==> src/sv/pgsc_pkg.sv <==
// Package for the pressure gate stepper controller: field widths, register
// indexes, event codes, reset values and the state and configuration structs.
// No dependencies.
package pgsc_pkg;

    localparam int PressW  = 8;
    localparam int PeriodW = 16;
    localparam int StepsW  = 12;
    localparam int CoilW   = 4;
    localparam int CfgIdxW = 3;
    localparam int CfgDataW = 16;

    typedef enum logic [CfgIdxW-1:0] {
        REG_CAR_THRESHOLD   = 3'd0,
        REG_HOLD_MARGIN     = 3'd1,
        REG_LIGHT_THRESHOLD = 3'd2,
        REG_OPEN_PERIOD     = 3'd3,
        REG_CLOSE_PERIOD    = 3'd4,
        REG_TRAVEL_STEPS    = 3'd5
    } cfg_reg_t;

    typedef enum logic [1:0] {
        GATE_EVT_NONE    = 2'd0,
        GATE_EVT_OPENING = 2'd1,
        GATE_EVT_CLOSING = 2'd2
    } gate_evt_t;

    typedef enum logic [1:0] {
        LOCK_EVT_NONE     = 2'd0,
        LOCK_EVT_LOCKED   = 2'd1,
        LOCK_EVT_UNLOCKED = 2'd2
    } lock_evt_t;

    localparam logic [PressW-1:0]  CAR_THRESHOLD_RST   = 8'd151;
    localparam logic [PressW-1:0]  HOLD_MARGIN_RST     = 8'd20;
    localparam logic [PressW-1:0]  LIGHT_THRESHOLD_RST = 8'd45;
    localparam logic [PeriodW-1:0] OPEN_PERIOD_RST     = 16'd6056;
    localparam logic [PeriodW-1:0] CLOSE_PERIOD_RST    = 16'd2422;
    localparam logic [StepsW-1:0]  TRAVEL_STEPS_RST    = 12'd2064;
    localparam logic [CoilW-1:0]   PHASE_RST           = 4'b0011;

    typedef struct packed {
        logic [PressW-1:0]  car_threshold;
        logic [PressW-1:0]  hold_margin;
        logic [PressW-1:0]  light_threshold;
        logic [PeriodW-1:0] open_period;
        logic [PeriodW-1:0] close_period;
        logic [StepsW-1:0]  travel_steps;
    } pgsc_cfg_t;

    typedef struct packed {
        logic               locked;
        logic               position_open;
        logic               heading_open;
        logic               travelling;
        logic               holding;
        logic               driven;
        logic [PeriodW-1:0] active_period;
        logic [CoilW-1:0]   phase_pattern;
        logic [StepsW-1:0]  steps_done;
        logic [PeriodW-1:0] tick_count;
    } pgsc_state_t;

    localparam pgsc_state_t STATE_RST = '{
        locked:        1'b0,
        position_open: 1'b0,
        heading_open:  1'b1,
        travelling:    1'b0,
        holding:       1'b0,
        driven:        1'b0,
        active_period: '0,
        phase_pattern: PHASE_RST,
        steps_done:    '0,
        tick_count:    '0
    };

    typedef struct packed {
        logic [CoilW-1:0] coils;
        logic             alert_lights;
        logic             lock_lamp;
        logic             gate_open;
        logic             in_motion;
        gate_evt_t        gate_event;
        lock_evt_t        lock_event;
    } pgsc_result_t;

endpackage

==> src/sv/pgsc_tick_if.sv <==
// Tick input channel: valid/ready plus the pressure sample and lock-key strobe.
// Depends on pgsc_pkg.
interface pgsc_tick_if;
    logic                      valid;
    logic                      ready;
    logic [pgsc_pkg::PressW-1:0] pressure;
    logic                      lock_key;

    modport source (output valid, output pressure, output lock_key, input ready);
    modport sink   (input valid, input pressure, input lock_key, output ready);
endinterface

==> src/sv/pgsc_result_if.sv <==
// Result output channel: valid/ready plus the coil drive and status fields.
// Depends on pgsc_pkg.
interface pgsc_result_if;
    logic                       valid;
    logic                       ready;
    logic [pgsc_pkg::CoilW-1:0] coils;
    logic                       alert_lights;
    logic                       lock_lamp;
    logic                       gate_open;
    logic                       in_motion;
    logic [1:0]                 gate_event;
    logic [1:0]                 lock_event;

    modport source (output valid, output coils, output alert_lights, output lock_lamp,
                    output gate_open, output in_motion, output gate_event,
                    output lock_event, input ready);
    modport sink   (input valid, input coils, input alert_lights, input lock_lamp,
                    input gate_open, input in_motion, input gate_event,
                    input lock_event, output ready);
endinterface

==> src/sv/pgsc_cfg_if.sv <==
// Configuration write channel: valid/ready plus register index and write data.
// Depends on pgsc_pkg.
interface pgsc_cfg_if;
    logic                          valid;
    logic                          ready;
    logic [pgsc_pkg::CfgIdxW-1:0]  index;
    logic [pgsc_pkg::CfgDataW-1:0] data;

    modport source (output valid, output index, output data, input ready);
    modport sink   (input valid, input index, input data, output ready);
endinterface

==> src/sv/pgsc_cfg_regs.sv <==
// Configuration register file, written through the cfg channel.
// Depends on pgsc_pkg and pgsc_cfg_if.
module pgsc_cfg_regs (
    input  logic                clk,
    input  logic                rst_n,
    pgsc_cfg_if.sink            cfg,
    output pgsc_pkg::pgsc_cfg_t regs
);
    import pgsc_pkg::*;

    pgsc_cfg_t regs_reg;
    logic      wr;

    assign cfg.ready = 1'b1;
    assign wr        = cfg.valid;
    assign regs      = regs_reg;

    always_ff @(posedge clk or negedge rst_n)
    begin
        if (!rst_n)
        begin
            regs_reg.car_threshold   <= CAR_THRESHOLD_RST;
            regs_reg.hold_margin     <= HOLD_MARGIN_RST;
            regs_reg.light_threshold <= LIGHT_THRESHOLD_RST;
            regs_reg.open_period     <= OPEN_PERIOD_RST;
            regs_reg.close_period    <= CLOSE_PERIOD_RST;
            regs_reg.travel_steps    <= TRAVEL_STEPS_RST;
        end
        else if (wr)
        begin
            // indexes past the list are ignored
            unique case (cfg_reg_t'(cfg.index))
                REG_CAR_THRESHOLD:   regs_reg.car_threshold   <= cfg.data[PressW-1:0];
                REG_HOLD_MARGIN:     regs_reg.hold_margin     <= cfg.data[PressW-1:0];
                REG_LIGHT_THRESHOLD: regs_reg.light_threshold <= cfg.data[PressW-1:0];
                REG_OPEN_PERIOD:     regs_reg.open_period     <= cfg.data[PeriodW-1:0];
                REG_CLOSE_PERIOD:    regs_reg.close_period    <= cfg.data[PeriodW-1:0];
                REG_TRAVEL_STEPS:    regs_reg.travel_steps    <= cfg.data[StepsW-1:0];
                default:             ;
            endcase
        end
    end

endmodule

==> src/sv/pgsc_step_logic.sv <==
// Combinational next-state and result logic for one tick.
// Depends on pgsc_pkg.
module pgsc_step_logic (
    input  pgsc_pkg::pgsc_cfg_t             regs,
    input  pgsc_pkg::pgsc_state_t           cur,
    input  logic [pgsc_pkg::PressW-1:0]     pressure,
    input  logic                            lock_key,
    output pgsc_pkg::pgsc_state_t           nxt,
    output pgsc_pkg::pgsc_result_t          res
);
    import pgsc_pkg::*;

    logic              locked_k;
    logic              do_step;
    logic              reverse;
    logic              heading_s;
    logic [StepsW-1:0] steps_base;
    logic [StepsW:0]   steps_inc;
    logic              travel_end;
    logic              hold_release;
    logic [PressW:0]   press_plus_margin;
    pgsc_state_t       s;
    gate_evt_t         gate_evt;
    lock_evt_t         lock_evt;

    // lock key toggles first
    assign locked_k = cur.locked ^ lock_key;

    // step when the tick counter has reached the period
    assign do_step    = cur.travelling && (cur.tick_count >= cur.active_period);
    // locking during an opening turns the travel around at this step
    assign reverse    = locked_k && cur.heading_open;
    assign heading_s  = cur.heading_open && !reverse;
    assign steps_base = reverse ? (regs.travel_steps - cur.steps_done) : cur.steps_done;
    assign steps_inc  = {1'b0, steps_base} + {{StepsW{1'b0}}, 1'b1};
    assign travel_end = steps_inc >= {1'b0, regs.travel_steps};

    // pressure < car - margin, without a negative level
    assign press_plus_margin = {1'b0, pressure} + {1'b0, regs.hold_margin};

    always_comb
    begin
        s        = cur;
        s.locked = locked_k;
        gate_evt = GATE_EVT_NONE;
        lock_evt = LOCK_EVT_NONE;
        hold_release = 1'b0;

        if (lock_key)
        begin
            lock_evt = locked_k ? LOCK_EVT_LOCKED : LOCK_EVT_UNLOCKED;
        end

        if (cur.travelling)
        begin
            if (do_step)
            begin
                s.tick_count   = '0;
                s.heading_open = heading_s;
                if (reverse)
                begin
                    gate_evt = GATE_EVT_CLOSING;
                end
                if (heading_s)
                begin
                    s.phase_pattern = {cur.phase_pattern[CoilW-2:0], cur.phase_pattern[CoilW-1]};
                end
                else
                begin
                    s.phase_pattern = {cur.phase_pattern[0], cur.phase_pattern[CoilW-1:1]};
                end
                s.driven = 1'b1;
                if (travel_end)
                begin
                    s.travelling    = 1'b0;
                    s.steps_done    = '0;
                    s.position_open = heading_s;
                end
                else
                begin
                    s.steps_done = steps_inc[StepsW-1:0];
                end
            end
            else
            begin
                s.tick_count = cur.tick_count + 1'b1;
            end
        end

        if (cur.holding)
        begin
            hold_release = locked_k || (press_plus_margin < {1'b0, regs.car_threshold});
            if (hold_release)
            begin
                s.holding = 1'b0;
            end
        end

        if (!s.holding && !s.travelling)
        begin
            if ((pressure >= regs.car_threshold) && !locked_k)
            begin
                if (!s.position_open)
                begin
                    s.heading_open  = 1'b1;
                    s.active_period = regs.open_period;
                    s.travelling    = 1'b1;
                    s.tick_count    = '0;
                    s.holding       = 1'b1;
                    gate_evt        = GATE_EVT_OPENING;
                end
            end
            else if (s.position_open)
            begin
                s.heading_open  = 1'b0;
                s.active_period = regs.close_period;
                s.travelling    = 1'b1;
                s.tick_count    = '0;
                gate_evt        = GATE_EVT_CLOSING;
            end
        end

        nxt = s;

        res.coils        = s.driven ? s.phase_pattern : '0;
        res.alert_lights = pressure > regs.light_threshold;
        res.lock_lamp    = s.locked;
        res.gate_open    = s.position_open;
        res.in_motion    = s.travelling;
        res.gate_event   = gate_evt;
        res.lock_event   = lock_evt;
    end

endmodule

==> src/sv/pressure_gate_stepper_controller.sv <==
// Pressure gate stepper controller, top level.
// A tick is held in the input register, and its result then loads into the result
// register; throughput is one tick per cycle while results are taken downstream,
// set by the single combinational state update between the two registers. A held
// result stalls the input only once the input register is also full.
// Reset (rst_n, async, active low) restores default configuration, unlocked and
// closed gate, coil pattern 0011 undriven, and empties both pipeline registers.
module pressure_gate_stepper_controller (
    input  logic        clk,
    input  logic        rst_n,
    pgsc_tick_if.sink   tick,
    pgsc_result_if.source result,
    pgsc_cfg_if.sink    cfg
);
    import pgsc_pkg::*;

    // Configuration registers
    pgsc_cfg_t regs;

    pgsc_cfg_regs u_cfg_regs (
        .clk   (clk),
        .rst_n (rst_n),
        .cfg   (cfg),
        .regs  (regs)
    );

    // Input register stage: holds one accepted tick
    logic              in_valid_reg;
    logic [PressW-1:0] in_pressure_reg;
    logic              in_lock_key_reg;

    // Controller state, updated when the input stage hands its tick on
    pgsc_state_t  state_reg;
    pgsc_state_t  state_next;
    pgsc_result_t res_next;

    // Result register stage
    logic         res_valid_reg;
    pgsc_result_t res_reg;

    logic advance;   // result register can load this cycle
    logic tick_xfer;

    pgsc_step_logic u_step_logic (
        .regs     (regs),
        .cur      (state_reg),
        .pressure (in_pressure_reg),
        .lock_key (in_lock_key_reg),
        .nxt      (state_next),
        .res      (res_next)
    );

    // The result register frees up when it is empty or its transfer completes;
    // the input register then empties into it, so a new tick can enter the
    // same cycle. An empty input register also takes a tick while a finished
    // result is still waiting downstream.
    assign advance    = !res_valid_reg || result.ready;
    assign tick.ready = !in_valid_reg || advance;
    assign tick_xfer  = tick.valid && tick.ready;

    always_ff @(posedge clk or negedge rst_n)
    begin
        if (!rst_n)
        begin
            in_valid_reg  <= 1'b0;
            res_valid_reg <= 1'b0;
            state_reg     <= STATE_RST;
        end
        else
        begin
            if (tick.ready)
            begin
                in_valid_reg <= tick.valid;
            end
            if (advance)
            begin
                res_valid_reg <= in_valid_reg;
                if (in_valid_reg)
                begin
                    state_reg <= state_next;
                end
            end
        end
    end

    // Payload registers, no reset needed
    always_ff @(posedge clk)
    begin
        if (tick_xfer)
        begin
            in_pressure_reg <= tick.pressure;
            in_lock_key_reg <= tick.lock_key;
        end
        if (advance && in_valid_reg)
        begin
            res_reg <= res_next;
        end
    end

    assign result.valid        = res_valid_reg;
    assign result.coils        = res_reg.coils;
    assign result.alert_lights = res_reg.alert_lights;
    assign result.lock_lamp    = res_reg.lock_lamp;
    assign result.gate_open    = res_reg.gate_open;
    assign result.in_motion    = res_reg.in_motion;
    assign result.gate_event   = res_reg.gate_event;
    assign result.lock_event   = res_reg.lock_event;

endmodule

==> src/flat_wrapper.sv <==
// flat-port wrapper written by rule: the top's interface ports become plain ports
module pressure_gate_stepper_controller_flat import pgsc_pkg::*;
  (clk, rst_n, tick_valid, tick_pressure, tick_lock_key, tick_ready, result_valid, result_coils, result_alert_lights, result_lock_lamp, result_gate_open, result_in_motion, result_gate_event, result_lock_event, result_ready, cfg_valid, cfg_index, cfg_data, cfg_ready);
  pgsc_tick_if tick_i ();
  pgsc_result_if result_i ();
  pgsc_cfg_if cfg_i ();
  input  logic clk;
  input  logic rst_n;
  input wire logic [$bits(tick_i.valid)-1:0] tick_valid;
  input wire logic [$bits(tick_i.pressure)-1:0] tick_pressure;
  input wire logic [$bits(tick_i.lock_key)-1:0] tick_lock_key;
  output wire logic [$bits(tick_i.ready)-1:0] tick_ready;
  output wire logic [$bits(result_i.valid)-1:0] result_valid;
  output wire logic [$bits(result_i.coils)-1:0] result_coils;
  output wire logic [$bits(result_i.alert_lights)-1:0] result_alert_lights;
  output wire logic [$bits(result_i.lock_lamp)-1:0] result_lock_lamp;
  output wire logic [$bits(result_i.gate_open)-1:0] result_gate_open;
  output wire logic [$bits(result_i.in_motion)-1:0] result_in_motion;
  output wire logic [$bits(result_i.gate_event)-1:0] result_gate_event;
  output wire logic [$bits(result_i.lock_event)-1:0] result_lock_event;
  input wire logic [$bits(result_i.ready)-1:0] result_ready;
  input wire logic [$bits(cfg_i.valid)-1:0] cfg_valid;
  input wire logic [$bits(cfg_i.index)-1:0] cfg_index;
  input wire logic [$bits(cfg_i.data)-1:0] cfg_data;
  output wire logic [$bits(cfg_i.ready)-1:0] cfg_ready;
  assign tick_i.valid = tick_valid;
  assign tick_i.pressure = tick_pressure;
  assign tick_i.lock_key = tick_lock_key;
  assign tick_ready = tick_i.ready;
  assign result_valid = result_i.valid;
  assign result_coils = result_i.coils;
  assign result_alert_lights = result_i.alert_lights;
  assign result_lock_lamp = result_i.lock_lamp;
  assign result_gate_open = result_i.gate_open;
  assign result_in_motion = result_i.in_motion;
  assign result_gate_event = result_i.gate_event;
  assign result_lock_event = result_i.lock_event;
  assign result_i.ready = result_ready;
  assign cfg_i.valid = cfg_valid;
  assign cfg_i.index = cfg_index;
  assign cfg_i.data = cfg_data;
  assign cfg_ready = cfg_i.ready;
  pressure_gate_stepper_controller u_core (.clk(clk), .rst_n(rst_n), .tick(tick_i), .result(result_i), .cfg(cfg_i));
endmodule
==> config.mk <==
export PLATFORM = sky130hd
export DESIGN_NAME = pressure_gate_stepper_controller_flat
export DESIGN_NICKNAME = d
export VERILOG_FILES = /design/src/sv/pgsc_pkg.sv /design/src/sv/pgsc_tick_if.sv /design/src/sv/pgsc_result_if.sv /design/src/sv/pgsc_cfg_if.sv /design/src/sv/pgsc_cfg_regs.sv /design/src/sv/pgsc_step_logic.sv /design/src/sv/pressure_gate_stepper_controller.sv /design/src/flat_wrapper.sv
export SDC_FILE = /design/constraint.sdc
export NUM_CORES = 1
export LEC_CHECK = 0
export CAP_MARGIN = 20
export CORE_ASPECT_RATIO = 1.75
export CORE_MARGIN = 1.5
export CORE_UTILIZATION = 50
export CTS_CLUSTER_DIAMETER = 60
export DETAILED_ROUTE_END_ITERATION = 10
export DONT_BUFFER_PORTS = 1
export GPL_ROUTABILITY_DRIVEN = 0
export PLACE_DENSITY_LB_ADDON = 0.25
export SLEW_MARGIN = 20
export SYNTH_ARGS = -nofsm -noshare
export SYNTH_HDL_FRONTEND = slang
export SYNTH_HIERARCHICAL = 1
export SYNTH_SLANG_ARGS = --single-unit
==> constraint.sdc <==
create_clock -name clk -period 5.8 [get_ports clk]
set_input_delay 0.58 -clock clk [delete_from_list [all_inputs] [get_ports clk]]
set_output_delay 0.58 -clock clk [all_outputs]
set_load 0.02 [all_outputs]
[Yosys cells after proc, flatten, opt, wreduce, memory -nomap -nowiden]
Index checks and enable logic that the tools add are counted.
Storage, ports and cells
  flip-flop bits (word level): 145
  input bits: 33
  output and inout bits: 15
  word-level logic and storage cells: 104
Cells by class
  $add $sub $neg: 4
  magnitude comparators: 5
  eq/ne operators: 6
  multiplexer cells: 34
  bitwise operators: 1
  reduce and logical (&&, ||, !) cells: 27
Operators with widths (number)
  two-way mux 16 bit: 9
  two-way mux 32 bit: 1
  two-way mux 12 bit: 2
  two-way mux 2 bit: 10
  adder 16 x 1 -> 16 bit, second input constant: 1
  >= comparator 16 bit: 1
  AND reduction 2 bit: 7
  adder 12 x 1 -> 13 bit, second input constant: 1
  >= comparator 13 x 12 -> 1 bit: 1
  two-way mux 3 bit: 4
  subtractor 12 bit: 1
  adder 8 x 8 -> 9 bit: 1
  < comparator 9 x 8 -> 1 bit: 1
  >= comparator 8 bit: 1
  > comparator 8 bit: 1
  logical AND 1 bit: 7
  two-way mux 1 bit: 7
  equality test 3 x 2 -> 1 bit, second input constant: 2
  equality test 3 bit, second input constant: 2
  logical NOT 1 bit: 6
  AND reduction 5 bit: 1
  two-way mux 4 bit: 1
  AND reduction 4 bit: 1
  equality test 3 x 1 -> 1 bit, second input constant: 1
  5 further kinds: 7

[Logic depth before layout (Yosys ltp)]
Gate-level depths: netlist (run 1).
  depth after elaboration: 11
  gate-level depth with buffers: 26

[By module]
The synthesis (run 1) kept the hierarchy.
Modules (own cells, without submodules)
  pgsc_step_logic: instances 1, cells each 534, area an instance 3643.5 um2
  pressure_gate_stepper_controller: instances 1, cells each 143, area an instance 2939.1 um2
  pgsc_cfg_regs: instances 1, cells each 150, area an instance 2631.3 um2

[Least setup slack after synthesis (run 1)]
OpenSTA, ideal clock, no wires.
  path type: reg-to-reg
  start: register u_core/state_reg[53] in the netlist's numbering
  end: register u_core/state_reg[37] in the netlist's numbering
  library setup time: 0.125 ns
  arrival: 5.142 ns
  setup slack: 0.533 ns
  stages on the path, launching flop included: 25
  clock period less this slack: 5.267 ns
  cell sequence: dfrtp_1 > inv_1 > ha_1 > and2b_2 > buf_6 > clkbuf_1 > a21oi_1 > inv_1 > ha_1 > nor2b_1 > o21ai_0 > or4b_4 > or3_4 > and2_1 > ha_1 > a211o_1 > a311o_1 > o21ai_0 > a31o_2 > nor2_1 > o2bb2ai_1 > o21ai_1 > clkbuf_1 > a222oi_1 > mux2_4
Between the ends
  word-level cells in the longest chain between the ends: 11
  elaborated cells between the ends (all ways): 23
  those cells by class: add/sub: 1; order compare: 1; eq/ne: 1; mux: 8; bitwise: 1; reduce/logical: 11
Ends and longest elaborated chain
  start: declaration: line pressure_gate_stepper_controller.sv:33  | pgsc_state_t state_reg;
  start signal: assignment: line pressure_gate_stepper_controller.sv:80  | state_reg <= state_next;
  XOR 1 bit *: line pgsc_step_logic.sv:27  | assign locked_k = cur.locked ^ lock_key;
  logical AND 1 bit: line pgsc_step_logic.sv:32  | assign reverse = locked_k && cur.heading_open;
  two-way mux 12 bit: line pgsc_step_logic.sv:34  | assign steps_base = reverse ? (regs.travel_steps - cur.steps_done) : cur.steps_done;
  adder 12 x 1 -> 13 bit: line pgsc_step_logic.sv:35  | assign steps_inc = {1'b0, steps_base} + {{StepsW{1'b0}}, 1'b1};
  >= comparator 13 x 12 -> 1 bit: line pgsc_step_logic.sv:36  | assign travel_end = steps_inc >= {1'b0, regs.travel_steps};
  two-way mux 1 bit: line pgsc_step_logic.sv:73  | if (travel_end)
  two-way mux 3 bit: line pgsc_step_logic.sv:56  | if (do_step)
  two-way mux 3 bit: line pgsc_step_logic.sv:54  | if (cur.travelling)
  logical NOT 1 bit: line pgsc_step_logic.sv:99  | if (!s.holding && !s.travelling)
  logical AND 1 bit: line pgsc_step_logic.sv:99
  AND reduction 5 bit (no source line)
Mark *: on every way between the ends. The rest lies on a longest branch, timed or not.
A chain may end at the register's enable or synchronous reset.

[Worst setup path in the final report (run 1)]
  start: register u_core/state_reg[53] in the netlist's numbering
  end: register u_core/state_reg[32] in the netlist's numbering
The elaborated chain is that of the path after synthesis.

==> metrics.md, run 1 <==
| Metric | Value |
|---|---|
| Worst Setup Start Kind | flip-flop |
| Fin util | 55.33% |
| Clk pwr share | 25.4% |
| Drt initial violations | 451 |
| CTS max path bufs | 2 |
| Worst slew margin | 43.53% |
| Share of power burned in registers | 36.3% |
| Port bufs | 0 |
| PwrDens | 405.3 mW/mm2 |
| Initial antenna violation count | 0 |
| RSZ-0062 raised after global routing | no |
| Std cell rows | 65 |
| Share of async-settable or async-resettable flops after synthesis | 85.52% |
| Setup TNS | 0 ps |
| Peak VDD IR | 0.0002540 V |
| Seq/Total Area, Yosys | 40.93% |
| Share of cells above drive strength 1 | 25.80% |
| Final-report hold violation count | 0 |
| Min cycle time layout | 5521 ps |
| CTS sink cnt | 145 |
| Top-count cell post-synth | inv_1 |
| Starting Density | 51.03% |
| Total track usage | 22.75% |
| Layout Area Growth over Synthesis | 8.419% |
| FF+latch count, synth | 145 |
| Fmax | 181.1 MHz |
| Final slew viol count | 0 |
| Power, Total | 4.048 mW |
| Fin crit share | 95.18% |
| Synthesized area | 0.009214 mm2 |
| Post-Synthesis Cells | 827 |
| Nets | 937 |
| Cell accounting for the most synthesized area | dfrtp_1 |
| WP buf/inv | 2 |
| Initial DRT Pass Iterations | 6 |
| Worst-skew pair later-pin latency | 420 ps |
| Routed WL | 21180 um |
| Clk slew on worst S/H paths | 70 ps |
| Crit end category | flip-flop |
| Antenna diodes | 0 |
| YS warnings | 6 |
| Synth cell count leaders | 97 x inv_1, 94 x dfrtp_1, 74 x ha_1, 74 x mux2_2, 49 x mux2_4 |
| Top FF cell, synth | dfrtp_1 |
| Max Clock Skew | 11.15 ps |
| Overflow left after global routing | 0 |
| Vias in the first global route | 6774 |
| CP cell instances | inv_1 > ha_1 > and2b_2 > a21oi_1 > inv_1 > ha_1 > nor2b_1 > o21ai_0 > or4b_4 > or3_4 > and2_1 > ha_1 > a211o_1 > a311o_1 > o21ai_0 > a31o_2 > o32a_1 > o41ai_1 > and3_2 > a222oi_1 > mux2_4 |
| Sw frac | 36.38% |
| Synthesized netlist net count | 936 |
| P_sw | 1.473 mW |
| Slowest stage delay, CP | 530 ps |
| Die Ht | 182.6 um |
| Final ANT Viol Nets | 0 |
| Crit-path most repeated cell | ha_1 |
| Number of flip-flops under the largest register name | 68 |
| Max-cap violations | 0 |
| Yosys cell types | 74 |
| # fillers | 1547 |
| WHS | 38.31 ps |
| Hold Crit Class | primary input to asynchronous set/reset pin |
| Final setup fails | 0 |
| Slowest stage cell, crit path | or4b_4 |
| DR WL/cell | 19.70 um |
| Synth top area cells | dfrtp_1 26%, ha_1 10%, mux2_2 9.0%, dfstp_2 8.6%, mux2_4 8.0% |
| CP Data Required Time | 6160 ps |
| Root Driver | clkbuf_16 |
| H-tree depth | 4 |
| Num CTS Buffers | 17 |
| Crit path kind | flip-flop to flip-flop |
| Logic pwr share | 38.3% |
| DIE AREA | 0.01928 mm2 |
| Area share of the largest cell type after synthesis | 25.53% |
| Leak Pwr | 4.651 nW |
| Final Non-Filler Cells | 1075 |
| Die X | 105.6 um |
| Post-CTS Setup Inserts | 0 |
| Core footprint | 0.01805 mm2 |
| Io pins | 48 |
| Crit Path Max Fanout | 20 |
| Post-synth EDFFs | 21 |
| Critical path arrival | 5880 ps |
| # DRC | 0 |
| First-pass GRT wire length | 34270 um |
| DP Cell Count | 1041 |
| Post-DP HPWL | 14850 um |
| Via density | 5.969 |
| CTS tree | built |
| Int Pwr | 2.576 mW |
| Via count | 6417 |
| Mean Syn Cell Area | 11.14 um2 |
| Largest net degree at the start of global routing | 96 |
| Slew @ Worst Pin | 842.5 ps |
| Status | finished clean |
| CP top delay family | simple AND/OR/NAND/NOR gates |
per-layer routing:
metal,share of wire [%],global-route usage (%)
met2,53,41.57
met1,39,24.84
met4,3.5,11.68
met3,4.2,4.179
met5,0,0
cell type report:
class	instances	area, um2	share of cell area [%]
Inverter	97	364.1	3.645
Timing Repair Buffer	12	122.6	1.227
Multi-Input combinational cell	555	4887	48.92
Sequential cell	145	3771	37.75
Tap cell	234	292.8	2.931
Clock inverter	15	126.4	1.265
Clock buffer	17	425.4	4.259
what timing repair did:
item / 4_1_cts / 5_1_grt
setup endpoints to repair: 0 / 16
resized for setup: 0 / 1
endpoints found under the hold margin: 95 / 0
hold buffers: 2 / 0
power groups by stage:
stage	Combinational (mW)	Clock (mW)	Sequential, mW
6_report	1.55	1.03	1.47
5_1_grt	1.71	1.10	1.50
4_1_cts	1.54	1.05	1.47
3_5_place_dp	1.50	0	1.48
3_3_place_gp	1.42	0	1.47
2_1_floorplan	1.24	0	1.41
kinds of logic after synthesis:
group                    after synthesis  synth area share, %
multiplexers                         131                17.90
adder cells (fa/ha/maj)               76                10.48
AND/OR/NAND/NOR                      172                9.954
AO/OA/AOI/OAI                        139                11.07
buffers and inverters                127                6.206
other                                  1              0.04070
flip-flops                           145                40.93
XOR/XNOR                              36                3.422
final timing paths:
check                                           startpoint                    endpoint  slack (ps)  depth (start not counted)
worst max-delay path                  u_core/state_reg[53]        u_core/state_reg[32]         280                         21
worst min-delay path                                 rst_n         u_core/state_reg[2]          40                          1
worst max register to register        u_core/state_reg[53]        u_core/state_reg[32]         280                         21
worst min register to register  u_core/u_cfg_regs/regs[29]  u_core/u_cfg_regs/regs[29]         510                          1
max in group asynchronous                            rst_n  u_core/u_cfg_regs/regs[51]        5290                          1
min in group clk                          tick_pressure[4]   u_core/in_pressure_reg[4]         250                          0
per-stage QoR:
step / setup WS [ps] / cell area [um2]
global placement: 428.5 / 9389
finish: 279.3 / 9990
floorplan: 533.1 / 9214
detailed placement: 197.7 / 9389
CTS: 177.4 / 9988
global route: 17.84 / 9990
cell usage in the layout (no fill, tap or decap), types with 3 or more instances in the layout:
cell / n
mux2i_1: 8
dfstp_2: 30
and2_1: 8
or2_2: 3
nor2_1: 45
and3_1: 6
nor4_1: 5
a211oi_1: 3
xor2_1: 17
xnor2_1: 19
o21ai_0: 25
buf_4: 10
clkbuf_16: 17
inv_1: 97
nor2b_1: 6
a31oi_1: 5
a222oi_1: 16
clkinv_4: 4
mux2_2: 74
a21o_1: 13
or3_1: 4
nand2b_1: 12
o21bai_1: 3
dfrtp_1: 94
mux2_4: 49
a21oi_1: 26
nand2_1: 41
nor3_1: 12
edfxtp_1: 21
nand4_1: 6
o21a_1: 7
nand3_1: 6
ha_1: 74
a22o_1: 11
inv_6: 5
a211o_1: 3
(Power assumes the default switching activity.)
==> inputs of run 2 (changes only) <==
==> constraint.sdc (replaced) <==
create_clock -name clk -period 5.8 [get_ports clk]
set_input_delay 1.45 -clock clk [delete_from_list [all_inputs] [get_ports clk]]
set_output_delay 1.45 -clock clk [all_outputs]
set_load 0.02 [all_outputs]
==> run 2 against run 1 <==
Sequential power hardly changed. Hold slack better by 470 ps. Clock skew about the same. Sequential cell count unchanged. Sequential share of layout area is 0.18 points higher. Core utilization down 0.26 points. Fmax decreased by 0.12%. Clock power hardly changed. Largest power group unchanged. Highest routed layer unchanged.
==> metrics.md, run 2 (synthesized netlist as in run 1, its figures left out) <==
| Metric | Value |
|---|---|
| Io pins | 48 |
| Layout Area Growth over Synthesis | 7.903% |
| Root Driver | clkbuf_16 |
| Setup TNS | 0 ps |
| Slew @ Worst Pin | 842.9 ps |
| GRT busiest layer | met2 |
| Commonest non-fill, non-tap cell in the layout | inv_1 |
| Share of cells above drive strength 1 | 25.63% |
| Sw frac | 36.12% |
| DP Cell Count | 1041 |
| Met2 usage | 41.25% |
| # DRC | 0 |
| Number of flip-flops under the largest register name | 68 |
| Clk slew on worst S/H paths | 70 ps |
| Int Pwr | 2.572 mW |
| Worst Setup Start Kind | flip-flop |
| Worst-skew pair later-pin latency | 420 ps |
| Fin crit share | 95.30% |
| Num CTS Buffers | 17 |
| Drt initial violations | 428 |
| Final-report hold violation count | 0 |
| CTS tree | built |
| GR Layer Usage met1 | 24.14% |
| Largest net degree at the start of global routing | 125 |
| CP Data Required Time | 6160 ps |
| Initial DRT Pass Iterations | 8 |
| Status | finished clean |
| Post-CTS Setup Inserts | 0 |
| Final slew viol count | 0 |
| Logic pwr share | 38.0% |
| Final ANT Viol Nets | 0 |
| Slowest stage delay, CP | 530 ps |
| CTS sink cnt | 145 |
| WHS | 505.1 ps |
| Leak Pwr | 4.629 nW |
| Crit path kind | flip-flop to flip-flop |
| Die X | 105.6 um |
| Total track usage | 22.36% |
| Via density | 5.938 |
| Clk pwr share | 25.5% |
| Core footprint | 0.01805 mm2 |
| P_sw | 1.455 mW |
| Post-DP HPWL | 14850 um |
| H-tree depth | 4 |
| Initial antenna violation count | 0 |
| Die Ht | 182.6 um |
| Crit-path most repeated cell | ha_1 |
| Slowest stage cell, crit path | or4b_4 |
| DR WL/cell | 19.42 um |
| PwrDens | 405.1 mW/mm2 |
| Crit end category | flip-flop |
| Most frequent cells in the layout | 97 x inv_1, 94 x dfrtp_1, 74 x mux2_2, 74 x ha_1, 49 x mux2_4 |
| M3 GR Usage | 3.964% |
| Share of power burned in registers | 36.5% |
| Crit Path Max Fanout | 20 |
| Critical path arrival | 5880 ps |
| Placement Setup Slack | 197.7 ps |
| Peak VDD IR | 0.0002521 V |
| Routed WL | 20840 um |
| CTS max path bufs | 2 |
| Antenna diodes | 0 |
| RSZ-0062 raised after global routing | no |
| Std cell rows | 65 |
| CP cell instances | inv_1 > ha_1 > and2b_2 > a21oi_1 > inv_1 > ha_1 > nor2b_1 > o21ai_0 > or4b_4 > or3_4 > and2_1 > ha_1 > a211o_1 > a311o_1 > o21ai_0 > a31o_2 > o32a_1 > o41ai_1 > and3_2 > a222oi_1 > mux2_4 |
| Starting Density | 51.03% |
| Fmax | 180.9 MHz |
| Register-to-register setup slack | 270 ps |
| Worst slew margin | 43.51% |
| Nets | 935 |
| Vias in the first global route | 6733 |
| Max-cap violations | 0 |
| Min cycle time layout | 5527 ps |
| Port bufs | 0 |
| Overflow left after global routing | 0 |
| First-pass GRT wire length | 33750 um |
| Fin worst setup slack | 272.5 ps |
| DIE AREA | 0.01928 mm2 |
| Hold Crit Class | flip-flop to flip-flop |
| Max Clock Skew | 11.55 ps |
| Final Non-Filler Cells | 1073 |
| Final setup fails | 0 |
| Via count | 6371 |
## run 2: changes by cell type in the layout (fill, tap and decap cells not counted)
cell    change
buf_12      -1
buf_16      -1
## run 2: layout make-up
class                   instances  area [um2]
repair buffers                 10       75.07
inverters                      97       364.1
flip-flops and latches        145        3771
multi-input cells             555        4887
clock buffers                  17       425.4
well taps                     234       292.8
fillers                      1552        8113
clock inverters                15       126.4
## run 2: worst max-delay path: cells and delay by family, from the launching register on
kind	cells	cell delay (ps)
fa+ha+maj	3	710
simple gates	6	2230
flops	1	380
compound gates	9	1770
mux	1	220
buf+inv	2	140
## run 2: path summary, 6_finish.rpt
check	to	cells after the start	startpoint
min in group asynchronous	u_core/state_reg[13]	0	rst_n
worst max-delay path	u_core/state_reg[35]	21	u_core/state_reg[53]
max in group asynchronous	u_core/u_cfg_regs/regs[49]	0	rst_n
worst max register to register	u_core/state_reg[35]	21	u_core/state_reg[53]
worst min register to register	u_core/u_cfg_regs/regs[29]	1	u_core/u_cfg_regs/regs[29]
worst min-delay path	u_core/u_cfg_regs/regs[29]	1	u_core/u_cfg_regs/regs[29]
## run 2: power by group through the flow
stage | registers [mW] | logic, mW | clock network, mW
2_1_floorplan | 1.41 | 1.24 | 0
3_3_place_gp | 1.47 | 1.42 | 0
3_5_place_dp | 1.48 | 1.50 | 0
4_1_cts | 1.47 | 1.51 | 1.05
5_1_grt | 1.50 | 1.68 | 1.10
6_report | 1.47 | 1.53 | 1.03
## run 2: repair_timing
action / 4_1_cts / 5_1_grt
endpoints found under the hold margin: 0 / 0
resized for setup: 0 / 1
hold buffers: 0 / 0
endpoints found under the setup margin: 0 / 16
## run 2: through the flow
step                      power, mW  utilization (%)  cell area (um2)
final                         4.027            55.07             9942
after global placement        2.895            52.00             9389
after detailed placement      2.980            52.00             9389
after floorplan               2.656                -             9214
after global routing          4.279            55.07             9942
after CTS                     4.035            55.06             9941
## run 2: per-layer routing
layer	wire length, um	vias to the layer above
met5	0	-
met1	8060	3166
met2	11110	215
met4	786	0
met3	884	63
li1	-	2927
